`src/rtl/core/tes_pkg.sv`:
```
// ----------------------------------------------------------------------------
// tes_pkg - shared types and constants for the timed event scheduler
// Sizes of the slot store, field widths, request and status codes.
// ----------------------------------------------------------------------------
package tes_pkg;

  // store geometry and field widths
  localparam int SLOTS    = 64;
  localparam int IDX_W    = $clog2(SLOTS);
  localparam int TIME_W   = 48;
  localparam int TAG_W    = 16;
  localparam int HANDLE_W = 6;
  localparam int STATUS_W = 3;
  localparam int REQ_W    = 2;

  typedef logic [TIME_W-1:0]   time_t;
  typedef logic [TAG_W-1:0]    tag_t;
  typedef logic [IDX_W-1:0]    idx_t;
  typedef logic [HANDLE_W-1:0] handle_t;
  typedef logic [STATUS_W-1:0] status_t;
  typedef logic [REQ_W-1:0]    req_t;

  // one stored event
  typedef struct packed {
    logic  to_flag;
    tag_t  tag;
    time_t due_time;
  } slot_ent_t;

  localparam int ENT_W = $bits(slot_ent_t);

  // request codes
  localparam req_t REQ_SUBMIT = 2'd0;
  localparam req_t REQ_NEXT   = 2'd1;
  localparam req_t REQ_CANCEL = 2'd2;
  localparam req_t REQ_CLEAR  = 2'd3;

  // status codes
  localparam status_t ST_OK         = 3'd0;
  localparam status_t ST_PAST       = 3'd1;
  localparam status_t ST_EMPTY      = 3'd2;
  localparam status_t ST_FULL       = 3'd3;
  localparam status_t ST_BAD_HANDLE = 3'd4;

endpackage

```
`src/rtl/core/tes_cmp.sv`:
```
// ----------------------------------------------------------------------------
// tes_cmp - shared event order comparator
// Tells whether event a fires strictly before event b: earlier time first,
// on equal times a timeout goes ahead of an ordinary event.
// ----------------------------------------------------------------------------
module tes_cmp (
  input  tes_pkg::time_t a_time,
  input  logic           a_to,
  input  tes_pkg::time_t b_time,
  input  logic           b_to,
  output logic           a_first
);
  import tes_pkg::*;

  logic lt;
  logic eq;

  // one wide magnitude compare plus the class tie break
  assign lt      = (a_time < b_time);
  assign eq      = (a_time == b_time);
  assign a_first = lt | (eq & a_to & ~b_to);

endmodule

```
`config.mk`:
```
export PLATFORM = sky130hd
export DESIGN_NAME = tes_cmp
export DESIGN_NICKNAME = d
export VERILOG_FILES = /design/src/rtl/core/tes_pkg.sv /design/src/rtl/core/tes_cmp.sv
export SDC_FILE = /design/constraint.sdc
export NUM_CORES = 1
export LEC_CHECK = 0
export ABC_CLOCK_PERIOD_IN_PS = 3100
export BUFFER_PORTS_ARGS = -buffer_cell sky130_fd_sc_hd__buf_2
export CAP_MARGIN = 20
export CORE_MARGIN = 2
export CORE_UTILIZATION = 45
export DETAILED_ROUTE_END_ITERATION = 16
export PLACE_DENSITY = 0.9
export SYNTH_ARGS = -nofsm -noshare
export SYNTH_HDL_FRONTEND = slang
export SYNTH_SLANG_ARGS = --single-unit
```
`constraint.sdc`:
```
create_clock -name vclk -period 3.1
set_input_delay 0.155 -clock vclk [all_inputs]
set_output_delay 0.155 -clock vclk [all_outputs]
set_load 0.03 [all_outputs]
```
== After elaboration in Yosys (flattened, before gate mapping) ==
Index checks and enable logic that the tools add are counted.

* Register bits: 0
* Bits of input ports: 98
* Output and inout bits: 1
* Word-level logic and storage cells: 6

* Order comparisons: 1
* Equality and inequality tests: 1
* Bitwise logic cells: 4

{| class="wikitable"
|+ Operators by type and width
! cell !! count
|-
| $eq A48 B48 Y1 || 1
|-
| $lt A48 B48 Y1 || 1
|-
| $and A1 B1 Y1 || 2
|-
| $not A1 Y1 || 1
|-
| $or A1 B1 Y1 || 1
|}

== Logic depth before layout (Yosys ltp) ==
* Depth in word-level cells: 4
* Depth in mapped cells: 8
* Depth with buffers taken out: 8

== Least setup slack after synthesis ==
No wires, ideal clock.

* Kind: in2out
* Start point: in b_time[7]
* End point: out a_first
* Data arrival time: 1.704 ns
* Required time: 2.945 ns
* Slack: 1.241 ns
* Stages: 8
* Path buffers: 0
* Cells stage by stage: inv_1 > ha_1 > a21oi_1 > o21ai_1 > a221o_1 > o31ai_1 > a21boi_1 > o21ai_1

* Cells in the longest elaborated chain, start to end: 4
* Elaborated cells between the ends (all ways): 5
* Those cells by class: order compare: 1; eq/ne: 1; bitwise: 3

{| class="wikitable"
|+ Ends and longest elaborated chain
! item !! RTL line !! RTL
|-
| from (decl) || tes_cmp.sv:9 || <nowiki>input tes_pkg::time_t b_time,</nowiki>
|-
| parallel branches: the longest is 3 deep, another holds $lt A48 B48 Y1 || - ||
|-
| $or A1 B1 Y1 (*) || tes_cmp.sv:21 || <nowiki>assign a_first = lt | (eq & a_to & ~b_to);</nowiki>
|-
| to (decl) || tes_cmp.sv:11 || <nowiki>output logic a_first</nowiki>
|}

Every way passes the cells marked *.

== Worst setup path in the final report ==
* Start point: in a_time[7]
* End point: out a_first

* Cells in the longest elaborated chain, start to end: 4
* Elaborated cells between the ends (all ways): 5
* Those cells by class: order compare: 1; eq/ne: 1; bitwise: 3

{| class="wikitable"
|+ Ends and longest elaborated chain
! item !! RTL line !! RTL
|-
| from (decl) || tes_cmp.sv:7 || <nowiki>input tes_pkg::time_t a_time,</nowiki>
|-
| parallel branches: the longest is 3 deep, another holds $lt A48 B48 Y1 || - ||
|-
| $or A1 B1 Y1 (*) || tes_cmp.sv:21 ||
|}

Marked as above.

==> out/qor_table.md <==
| Result | Reported | Unit |
|:---|:---|:---|
| Switching fraction of total power | 0.478 | - |
| Proportion of power drawn by the clock network | 0 | - |
| Starting Density | 0.466 | - |
| Sequential cell fraction of total power | 0 | - |
| Total inserted antenna cells | 0 | - |
| Maximum number of pins on one net before global-route repair | 5 | - |
| # Post-CTS Setup Buffers | 0 | - |
| Antenna violation net count after detailed routing | 0 | - |
| Flip-flop and latch count | 0 | - |
| Critical path startpoint category | input port | - |
| Filler cells | 244 | - |
| Leakage Power | 1.17 | nW |
| Number of endpoints with negative hold slack in the final report | 0 | - |
| Crit path DAT | 1770 | ps |
| Synthesis-to-layout area growth | 42.3 | % |
| Ports placed on the boundary | 99 | - |
| Overall die width | 57.0 | um |
| Die outline area | 0.00325 | mm^2 |
| Synthesized area per cell | 7.39 | um^2 |
| Count of buffers from port buffering | 99 | - |
| Number of slew-limit violations in the final report | 0 | - |
| Peak supply drop | 0.0850 | mV |
| Path category of the worst min-delay check | input port to output pin | - |
| Type of element capturing the critical path | output pin | - |
| Synthesized netlist cell count | 171 | - |
| Number of global-route vias before repair | 1423 | - |
| Starting DRC count in detailed routing | 22 | - |
| Setup_tns | 0 | ps |
| Required time at the worst-slack endpoint | 2940 | ps |
| Power Internal | 0.110 | mW |
| Total number of vias | 1473 | - |
| Worst hold slack | 731 | ps |
| Cells after DPL | 301 | - |
| Status | completed | - |
| Design Area, Final | 0.00180 | mm^2 |
| Detailed Route WL | 2990 | um |
| Via density per instance | 4.89 | - |
| Clock tree buffer count of the final layout | 0 | - |
| Slew Limit Headroom | 0.714 | - |
| Combinational cell fraction of total power | 1.000 | - |
| Final-stage net count | 418 | - |
| Final routed wire length divided by cell count | 9.93 | um |
| Wire length of the first global-routing pass | 5060 | um |
| Post-Synthesis Cell Area | 0.00126 | mm^2 |
| Pin slew with the least headroom to its limit | 419 | ps |
| Crit Path Class | input port to output pin | - |
| Endpoints failing setup | 0 | - |
| Final Non-Filler Cells | 301 | - |
| Fraction of final layout cells sized beyond drive strength 1 | 0.396 | - |
| Number of antenna violations at the first check in global routing | 0 | - |
| Post-Synthesis Net Count | 317 | - |
| Overall fraction of global-route tracks in use | 0.181 | - |
| Placeable core area | 0.00271 | mm^2 |
| Area taken by flip-flops and latches | 0 | um^2 |
| Count of yosys warnings during synthesis | 0 | - |
| Post-DP HPWL | 2910 | um |
| Height of the chip | 57.0 | um |
| Setup repair after global routing missed its margin | no | - |
| Final period utilization | 0.619 | - |
| DP Area | 0.00180 | mm^2 |
| Placement row count | 19 | - |
| Critical-path maximum fanout | 2 | - |
| Pwr/cell area | 117 | mW/mm^2 |
| Sequential area share after synthesis | 0 | - |
| Reported max-cap violation count | 0 | - |
| Hold-fix buffers, CTS | 0 | - |
| Pre-antenna DRT Iters | 4 | - |
| Count of unique library cells instantiated by Yosys | 25 | - |
| Final routed DRC violation total | 0 | - |
| Switching Power | 0.100 | mW |
| Routability cong. | 0.750 | - |
| Tmin final | 1920 | ps |
| Global-route congestion overflow total | 0 | - |
| Highest achievable clock rate | 0.521 | GHz |
| # resized after CTS | 0 | - |
==> layout make-up <==
class | instances | area (um^2) | share of cell area
repair buffers | 99 | 495 | 0.276
well taps | 31 | 38.8 | 0.0216
multi-input cells | 123 | 1080 | 0.603
inverters | 48 | 180 | 0.100
==> metrics by stage <==
step | power (mW) | utilization | setup WS (ps)
floorplan | 0.123 | - | 1240
global placement | 0.204 | 0.663 | 1160
detailed placement | 0.212 | 0.663 | 1170
CTS | 0.213 | 0.663 | 1160
global route | 0.243 | 0.663 | 1020
finish | 0.210 | 0.663 | 1180
==> worst paths after layout <==
check / end / slack (ps) / cells after the start / from
worst min-delay path: a_first / 730 / 5 / b_to
worst max-delay path: a_first / 1180 / 9 / a_time[7]
==> routing by layer <==
| metal | up-vias | share of wire | GRT usage |
|---|---|---|---|
| li1 | 804 | - | - |
| met1 | 613 | 0.41 | 0.202 |
| met2 | 56 | 0.51 | 0.383 |
| met3 | 0 | 0.084 | 0.0136 |
| met4 | 0 | 0 | 0.00664 |
| met5 | - | 0 | 0 |
==> critical path: stages <==
cell and delay, ps:
sky130_fd_sc_hd__buf_2 100, sky130_fd_sc_hd__ha_1 300, sky130_fd_sc_hd__a21oi_1 150, sky130_fd_sc_hd__o21ai_1 80
sky130_fd_sc_hd__a221o_1 350, sky130_fd_sc_hd__o31ai_1 230, sky130_fd_sc_hd__a21boi_1 100, sky130_fd_sc_hd__o21ai_1 110
sky130_fd_sc_hd__buf_2 210
==> cells in the mapped netlist, types with 2 or more instances <==
library cell	n	share of area
sky130_fd_sc_hd__nand2_1	9	0.027
sky130_fd_sc_hd__o21ai_1	2	0.0079
sky130_fd_sc_hd__a21oi_1	21	0.083
sky130_fd_sc_hd__a21o_1	3	0.018
sky130_fd_sc_hd__nor3_1	2	0.0079
sky130_fd_sc_hd__o21ai_0	5	0.020
sky130_fd_sc_hd__inv_1	48	0.14
sky130_fd_sc_hd__nand4_2	2	0.020
sky130_fd_sc_hd__a221o_1	2	0.016
sky130_fd_sc_hd__nor2_1	3	0.0089
sky130_fd_sc_hd__nand3_1	4	0.016
sky130_fd_sc_hd__nand4_1	10	0.050
sky130_fd_sc_hd__ha_1	48	0.48
==> cell usage in the layout, fill, tap and decap left out <==
| cell | n |
|---|---|
| sky130_fd_sc_hd__o211ai_1 | 1 |
| sky130_fd_sc_hd__o31ai_1 | 1 |
| sky130_fd_sc_hd__a21o_1 | 3 |
| sky130_fd_sc_hd__nand4_2 | 2 |
| sky130_fd_sc_hd__a21boi_1 | 1 |
| sky130_fd_sc_hd__nor4_4 | 1 |
| sky130_fd_sc_hd__nor2b_4 | 1 |
| sky130_fd_sc_hd__nand4_1 | 10 |
| sky130_fd_sc_hd__o21ai_1 | 2 |
| sky130_fd_sc_hd__a21oi_1 | 21 |
| sky130_fd_sc_hd__nor4_1 | 1 |
| sky130_fd_sc_hd__nor2_1 | 3 |
| sky130_fd_sc_hd__inv_1 | 48 |
| sky130_fd_sc_hd__a21boi_2 | 1 |
| sky130_fd_sc_hd__a221o_1 | 2 |
| sky130_fd_sc_hd__ha_1 | 48 |
| sky130_fd_sc_hd__nor3_1 | 2 |
| sky130_fd_sc_hd__nor4_2 | 1 |
| sky130_fd_sc_hd__a2111oi_0 | 1 |
| sky130_fd_sc_hd__nand3_1 | 4 |
| sky130_fd_sc_hd__nor3b_1 | 1 |
| sky130_fd_sc_hd__buf_2 | 99 |
| sky130_fd_sc_hd__nand4_4 | 1 |
| sky130_fd_sc_hd__nand2_1 | 9 |
| sky130_fd_sc_hd__o21ai_0 | 5 |
| sky130_fd_sc_hd__a211oi_2 | 1 |
==> power by group through the flow <==
stage | sequential, mW | clock, mW | combinational, mW
global placement | 0 | 0 | 0.204
CTS | 0 | 0 | 0.213
global route | 0 | 0 | 0.243
detailed placement | 0 | 0 | 0.212
finish | 0 | 0 | 0.210
floorplan | 0 | 0 | 0.123
==> cell families after synthesis <==
family                     synth area share
and+or+nand+nor                       0.194
buffers and inverters                 0.143
AOI/OAI and AO/OA                     0.188
adders and majority gates             0.475
Power figures use the tool's default switching activity.
