<file path="src/rtl/core/tes_ram.sv">
// ----------------------------------------------------------------------------
// tes_ram - generic single-write, single-read RAM
// One write port and one read port, read data registered.
// ----------------------------------------------------------------------------
module tes_ram #(
  parameter int WIDTH = 8,
  parameter int DEPTH = 16
) (
  input  logic                     clk,
  input  logic                     we,
  input  logic [$clog2(DEPTH)-1:0] waddr,
  input  logic [WIDTH-1:0]         wdata,
  input  logic [$clog2(DEPTH)-1:0] raddr,
  output logic [WIDTH-1:0]         rdata
);

  logic [WIDTH-1:0] mem [DEPTH];
  logic [WIDTH-1:0] rdata_r;

  always_ff @(posedge clk) begin
    if (we) begin
      mem[waddr] <= wdata;
    end
    rdata_r <= mem[raddr];
  end

  assign rdata = rdata_r;

endmodule

</file>
<file path="config.mk">
export PLATFORM = sky130hd
export DESIGN_NAME = tes_ram
export DESIGN_NICKNAME = d
export VERILOG_FILES = /design/src/rtl/core/tes_ram.sv
export SDC_FILE = /design/constraint.sdc
export NUM_CORES = 1
export LEC_CHECK = 0
export BUFFER_PORTS_ARGS = -buffer_cell sky130_fd_sc_hd__buf_2
export CELL_PAD_IN_SITES_DETAIL_PLACEMENT = 0
export CELL_PAD_IN_SITES_GLOBAL_PLACEMENT = 1
export CORE_MARGIN = 1.5
export CORE_UTILIZATION = 53
export DETAILED_ROUTE_END_ITERATION = 6
export PLACE_DENSITY_LB_ADDON = 0.2
export SLEW_MARGIN = 40
export SYNTH_ARGS = -nofsm -noshare
export SYNTH_HDL_FRONTEND = slang
export SYNTH_SLANG_ARGS = --single-unit
</file>
<file path="constraint.sdc">
create_clock -name clk -period 2.3 [get_ports clk]
set_input_delay 0.115 -clock clk [delete_from_list [all_inputs] [get_ports clk]]
set_output_delay 0.115 -clock clk [all_outputs]
set_load 0.02 [all_outputs]
</file>
==> After elaboration in Yosys (flattened, before gate mapping) <==
Memory sizes are Yosys's and may differ from the RTL's. A register that Yosys moved wholly into a read port is not among the register bits.
Cells that the tools add are included.
{ "op_classes": {"muxes": 2} }
{ "ops": {"columns": ["operator", "count"], "rows": [
  ["two-way mux 1 bit", 2]
]} }
{ "word_totals": {"register_bits": 0, "mem_bits_rw": 128, "inputBits": 18, "wordCells": 3, "n_memories": 1} }
{ "mem_list": {"columns": ["name", "depth", "width", "read_ports", "rd_clocked_by_memory_dff", "wr", "line", "source"], "rows": [
  ["mem", 16, 8, 1, 1, 1, "17", "logic [WIDTH-1:0] mem [DEPTH];"]
]} }

==> Longest topological paths before layout <==
Gate-level depths: netlist of the first run.
{ "logic_depth": {"ltp_word": 2, "mapped_depth": 5} }

==> Worst setup path after synthesis of the first run <==
Ideal clock, no wire load.
{ "synth_timing": {"path_kind": "input to register", "startpoint": "input waddr[2]", "endpoint": "memory mem[0][0] (enable)", "t_arrival_ns": 1.225, "setup_slack_ns": 0.692, "path_stages": 2, "cell_sequence": "or3b_2 > nor3_1"} }
{ "synth_lines": {"columns": ["item", "line", "source"], "rows": [
  ["start, declared", "11", "input logic [$clog2(DEPTH)-1:0] waddr,"],
  ["end, declared", "17", null]
]} }
Straight into the memory's write port.

==> flow_summary_export.csv, run 1 <==
group,metric,value,unit
run_status,status,"completed",
final_layout,multi_input_area,0.00106,mm^2
global_routing,grt_pass1_wl,14500,um
timing,finalHoldViolations,0,
power,pwr-share-clk,44.0,%
power,p_sw_share,21.1,%
worst_setup_path,required,2.67,ns
routing,num_vias,2445,
global_routing,grt_pass1_vias,2416,
timing,finalSetupTns,0,ns
synth,synth_cell_types,19,
die,core-area,0.00933,mm^2
synth,yosysWarningCount,0,
placement,port_buffers,25,
synth,yosys-top-cells-area,"edfxtp_1 (75%), mux4_2 (7.9%), mux4_1 (7.1%), dfxtp_1 (3.1%), a22oi_1 (2.3%)",
clocking,h-tree-depth,4,
die,ios,26,
synth,yosys_register_bits,136,
final_layout,fill_cells,634,
power,switchingPower,1150,uW
placement,preCtsSetupSlack,0.722,ns
final_layout,final_cell_mix,"edfxtp_1 (128), buf_2 (25), mux4_2 (18)",
worst_setup_path,critPathArrivalTime,1.75,ns
timing,worstMarginPinSlew,0.765,ns
timing,fin_crit_sh,59.9,%
worst_setup_path,path_buf_inv,0,
placement,globalplace.congestion,0.704,
die,rows,35,
clocking,cts-resized-gates,0,
synth,syn_area,0.00515,mm^2
final_layout,instances_no_fill,430,
hold_path,min-delay-start,"wdata[4]",
routing,ant_nets,0,
worst_setup_path,reg2reg_from,"mem[9][2]",
routing,wirelength,9420,um
clocking,cts_setup_buffers,0,
timing,skew,0.00758,ns
clocking,cts_tree,"built",
routing,vias_per_cell,5.69,
synth,synthCells,229,
worst_setup_path,path_cells,"mux4_1 > a22oi_1 > nand2_1",
routing,drt_iter0_drc,154,
clocking,clkLatencyLatePin,0.51,ns
synth,synth_top_area_share,74.7,%
synth,ys_seq_area_share,77.8,%
placement,dpl.hpwl,5650,um
worst_setup_path,criticalPathCategory,"reg2reg",
global_routing,grt_overflow_total,0,
die,die_height,102,um
clocking,cts.sinks,136,
synth,yosysTopAreaCell,"edfxtp_1",
routing,wl_per_cell,21.9,um
power,power.density,894,mW/mm^2
timing,min_period,1.38,ns
die,initial_core_util,55.2,%
worst_setup_path,slowest_delay,0.53,ns
power,combPwrFrac,5.0,%
global_routing,antenna_found_initial,0,
synth,synth_fp_nets,247,
power,ir_drop,0.000532,V
timing,rsz0062_at_grt,"false",
final_layout,layout_commonest_cell,"edfxtp_1",
final_layout,drive_above_1_share,30.6,%
global_routing,grt_use_total,20.9,%
clocking,clk_pin_slew,0.06,ns
timing,setup_violations,0,
final_layout,regArea,0.00400,mm^2
worst_setup_path,cp_slowest_cell,"mux4_1",
worst_setup_path,reg2reg_depth,3,
routing,drt_first_pass_iters,4,
die,die-area,0.0103,mm^2
final_layout,nNetsFinal,306,
worst_setup_path,crit_path_start_kind,"flip-flop",
run,maxCapViolations,0,
clocking,hold_buffers,7,
power,internal_power,4320,uW
hold_path,hold_class,"in2reg",
power,fin_total_pwr,5470,uW
final_layout,num_antenna_cells,0,
power,power.share.sequential,51.0,%
timing,relSlewSlack,48.8,%
clocking,clk_path_buf_depth,2,
worst_setup_path,crit_family,"multiplexers",
worst_setup_path,path_depth,3,
hold_path,hold_path_depth,1,
routing,drc_errors,0,
clocking,cts_root_buf,"clkbuf_8",
timing,fmax,0.725,GHz
clocking,cts_buffers,17,
die,die_x,102,um
global_routing,grt_start_max_net_pins,33,
worst_setup_path,end_kind,"flip-flop",
timing,slew_viol_final,0,
synth,syn_avg_cell_area,22.5,um^2
worst_setup_path,startpoint,"mem[9][2]",
worst_setup_path,crit_fanout,1,
timing,fin_ws,0.921,ns
placement,dp.cells,391,
power,p_leak,0.00209,uW
final_layout,areaGrowthSynthToFinish,19.0,%
cells by family (layout without fill, tap and decap cells):
kind of cell,count (synthesis),after routing,share of synthesized area (%)
flops,136,136,77.8
buf+inv,10,82,1.68
mux,32,32,15.0
compound gates,16,16,2.33
simple gates,35,35,3.18
sequential cells by signal (all words and copies together), names as in the netlist:
name	flops
rdata	8
mem	128
power by group through the flow:
| stage | clock, uW | sequential (uW) | combinational (uW) |
|---|---|---|---|
| 2_1_floorplan | 0 | 2850 | 141 |
| 3_3_place_gp | 0 | 2840 | 266 |
| 3_5_place_dp | 0 | 2840 | 271 |
| 4_1_cts | 2450 | 2790 | 281 |
| 5_1_grt | 2570 | 2790 | 300 |
| 6_report | 2410 | 2790 | 275 |
path summary, 6_finish.rpt:
| check | to | slack (ns) |
|---|---|---|
| max | rdata[2] | 0.92 |
| min | mem[8][4] | 0.01 |
| max reg2reg | rdata[2] | 0.92 |
| min reg2reg | rdata[1] | 0.67 |
final cells by class:
class	count	area share [%]
Clock buffer	17	6.76
Clock inverter	15	2.15
Multi-Input combinational cell	83	17.3
Sequential cell	136	65.4
Tap cell	129	2.64
Timing Repair Buffer	50	5.80
worst reg2reg max path: stages, from the launching register on:
cell	delay [ns]
edfxtp_1	0.36
mux4_1	0.53
a22oi_1	0.27
nand2_1	0.10
Yosys cell counts, drive strengths merged:
library cell and number:
a22oi 16, buf 7, nor3 4, nand2b 2, nand2 9, and2b 1, nor2b 1, edfxtp 128
dfxtp 8, or3b 1, and2 1, nor2 13, mux4 32, nand3b 2, nand3 1, clkdlybuf4s25 3
stage by stage:
stage	utilization (%)	instance area (um^2)	hold WS (ns)
6_report	65.6	6120	0.0130
2_1_floorplan	-	5150	0.214
3_5_place_dp	59.0	5510	0.513
4_1_cts	65.6	6120	0.00662
3_3_place_gp	59.0	5510	0.499
5_1_grt	65.6	6120	0.00510
routing by layer:
metal / GRT usage (%) / vias to the layer above / part of all wire (%)
met4: 7.37 / 0 / 0.72
li1: - / 1095 / -
met3: 5.87 / 5 / 4.6
met2: 31.5 / 57 / 50
met1: 29.9 / 1288 / 44
met5: 0 / - / 0
Note: power is estimated with default switching activity, not from simulation.
==> run 2: changes to the inputs <==
--- a/config.mk
+++ b/config.mk
@@ -9,7 +9,7 @@
 export CELL_PAD_IN_SITES_DETAIL_PLACEMENT = 0
 export CELL_PAD_IN_SITES_GLOBAL_PLACEMENT = 1
 export CORE_MARGIN = 1.5
-export CORE_UTILIZATION = 53
+export CORE_UTILIZATION = 48
 export DETAILED_ROUTE_END_ITERATION = 6
 export PLACE_DENSITY_LB_ADDON = 0.2
 export SLEW_MARGIN = 40
==> constraint.sdc (replaced) <==
create_clock -name clk -period 1.2 [get_ports clk]
set_input_delay 0.06 -clock clk [delete_from_list [all_inputs] [get_ports clk]]
set_output_delay 0.06 -clock clk [all_outputs]
set_load 0.02 [all_outputs]
==> flow_summary_export.csv, run 2 (synthesis results as in run 1) <==
group,metric,value,unit
clocking,cts_root_buf,"clkbuf_8",
power,p_leak,0.00214,uW
placement,preCtsSetupSlack,-0.263,ns
clocking,clkLatencyLatePin,0.51,ns
timing,fmax,0.766,GHz
global_routing,antenna_found_initial,0,
final_layout,areaGrowthSynthToFinish,22.4,%
final_layout,largest_register_ffs,128,
timing,setup_violations,7,
clocking,cts_buffers,17,
power,switchingPower,2270,uW
power,combPwrFrac,5.7,%
global_routing,grt_start_max_net_pins,20,
routing,drt_first_pass_iters,4,
run,maxCapViolations,0,
timing,min_period,1.31,ns
clocking,h-tree-depth,4,
timing,fin_ws,-0.105,ns
final_layout,num_antenna_cells,0,
timing,relSlewSlack,39.7,%
timing,finalHoldViolations,0,
power,power.density,1680,mW/mm^2
placement,globalplace.congestion,0.788,
run_status,status,"finished with violations",
global_routing,use_met2,29.2,%
global_routing,grtUsageMet3,4.23,%
timing,finalSetupTns,-0.400,ns
final_layout,multi_input_area,0.00108,mm^2
final_layout,final_cell_mix,"edfxtp_1 (128), buf_4 (29), mux4_2 (28)",
worst_setup_path,required,1.59,ns
routing,vias_per_cell,5.43,
final_layout,layout_commonest_cell,"edfxtp_1",
power,internal_power,8340,uW
placement,port_buffers,25,
run_status,violations,"negative setup slack",
hold_path,hold_class,"in2reg",
timing,skew,0.00921,ns
placement,dpl.hpwl,6390,um
routing,drc_errors,0,
global_routing,gr-usage-met1,27.7,%
die,die_height,107,um
final_layout,drive_above_1_share,41.0,%
worst_setup_path,critPathArrivalTime,1.70,ns
routing,wl_per_cell,21.8,um
global_routing,grt_overflow_total,0,
global_routing,grt_use_total,19.3,%
global_routing,grt_pass1_vias,2536,
routing,num_vias,2461,
routing,ant_nets,0,
final_layout,largest-register,"mem",
power,pwr-share-clk,43.9,%
timing,slew_viol_final,0,
worst_setup_path,crit_fanout,1,
final_layout,regArea,0.00400,mm^2
die,core-area,0.0104,mm^2
die,die_x,107,um
routing,wirelength,9870,um
global_routing,grt_pass1_wl,15000,um
final_layout,nNetsFinal,322,
timing,rsz0062_at_grt,"true",
worst_setup_path,end_kind,"flip-flop",
worst_setup_path,crit_path_start_kind,"flip-flop",
power,power.share.sequential,50.4,%
timing,fin_crit_sh,109,%
die,rows,37,
routing,drt_iter0_drc,203,
power,ir_drop,0.000911,V
clocking,cts.sinks,136,
clocking,cts_tree,"built",
die,die-area,0.0114,mm^2
die,initial_core_util,49.6,%
timing,worstMarginPinSlew,0.901,ns
power,p_sw_share,21.4,%
final_layout,fill_cells,766,
global_routing,busiest_layer,"met2",
clocking,clk_path_buf_depth,2,
clocking,clk_pin_slew,0.06,ns
worst_setup_path,criticalPathCategory,"reg2reg",
die,ios,26,
-- run 2: changes by cell type in the layout (fill, tap and decap cells not counted), moves of 3 or more --
cell / delta
a22oi_1: -9
a22oi_2: +9
buf_4: +13
mux4_1: -10
mux4_2: +10
nor3_1: -3
nor3_2: +3
-- run 2: metrics by stage --
stage,hold slack [ns],util [%],instance area (um^2),power (uW),std cells
2_1_floorplan,0.159,-,5170,5750,229
3_3_place_gp,0.452,54.7,5670,6000,413
3_5_place_dp,0.462,54.7,5670,6010,413
4_1_cts,0.0794,60.8,6300,10700,453
5_1_grt,0.116,60.8,6300,10900,453
6_report,0.116,60.8,6300,10600,453
-- run 2: metal layers --
metal  vias up  wire length [um]
met3        12               557
met5         -                 0
met2        81              4610
met1      1248              4560
li1       1120                 -
met4         0               143
-- run 2: area by class of cell --
type	instances	area share, %
tap	136	2.70
clock inverter	14	2.03
multi-input combinational	83	17.1
sequential	136	63.5
clock buffer	18	6.63
timing repair buffer	66	7.98
-- run 2: worst paths after layout --
kind,cells after the start,start,to,slack (ns)
worst min-delay path,4,raddr[2],rdata[3],0.12
worst min register to register,3,mem[7][1],rdata[1],0.67
worst max-delay path,3,mem[2][6],rdata[6],-0.11
worst max register to register,3,mem[2][6],rdata[6],-0.11
-- run 2: critical path, cell delays in order, from the launching register on --
cell,delay (ns)
edfxtp_1,0.38
mux4_2,0.47
a22oi_1,0.27
nand2_1,0.09
-- run 2: what timing repair did --
item / 4_1_cts / 5_1_grt
pin swaps: 7 / 5
hold endpoints to repair: 128 / 0
setup endpoints to repair: 8 / 8
resized for setup: 10 / 9
hold buffers: 8 / 0
setup buffers: 0 / 0
-- run 2: power by group through the flow --
stage               combinational [uW]  clock [uW]  sequential, uW
floorplan                          274           0            5470
global placement                   561           0            5440
detailed placement                 567           0            5440
CTS                                606        4740            5350
global route                       654        4940            5350
finish                             606        4650            5350
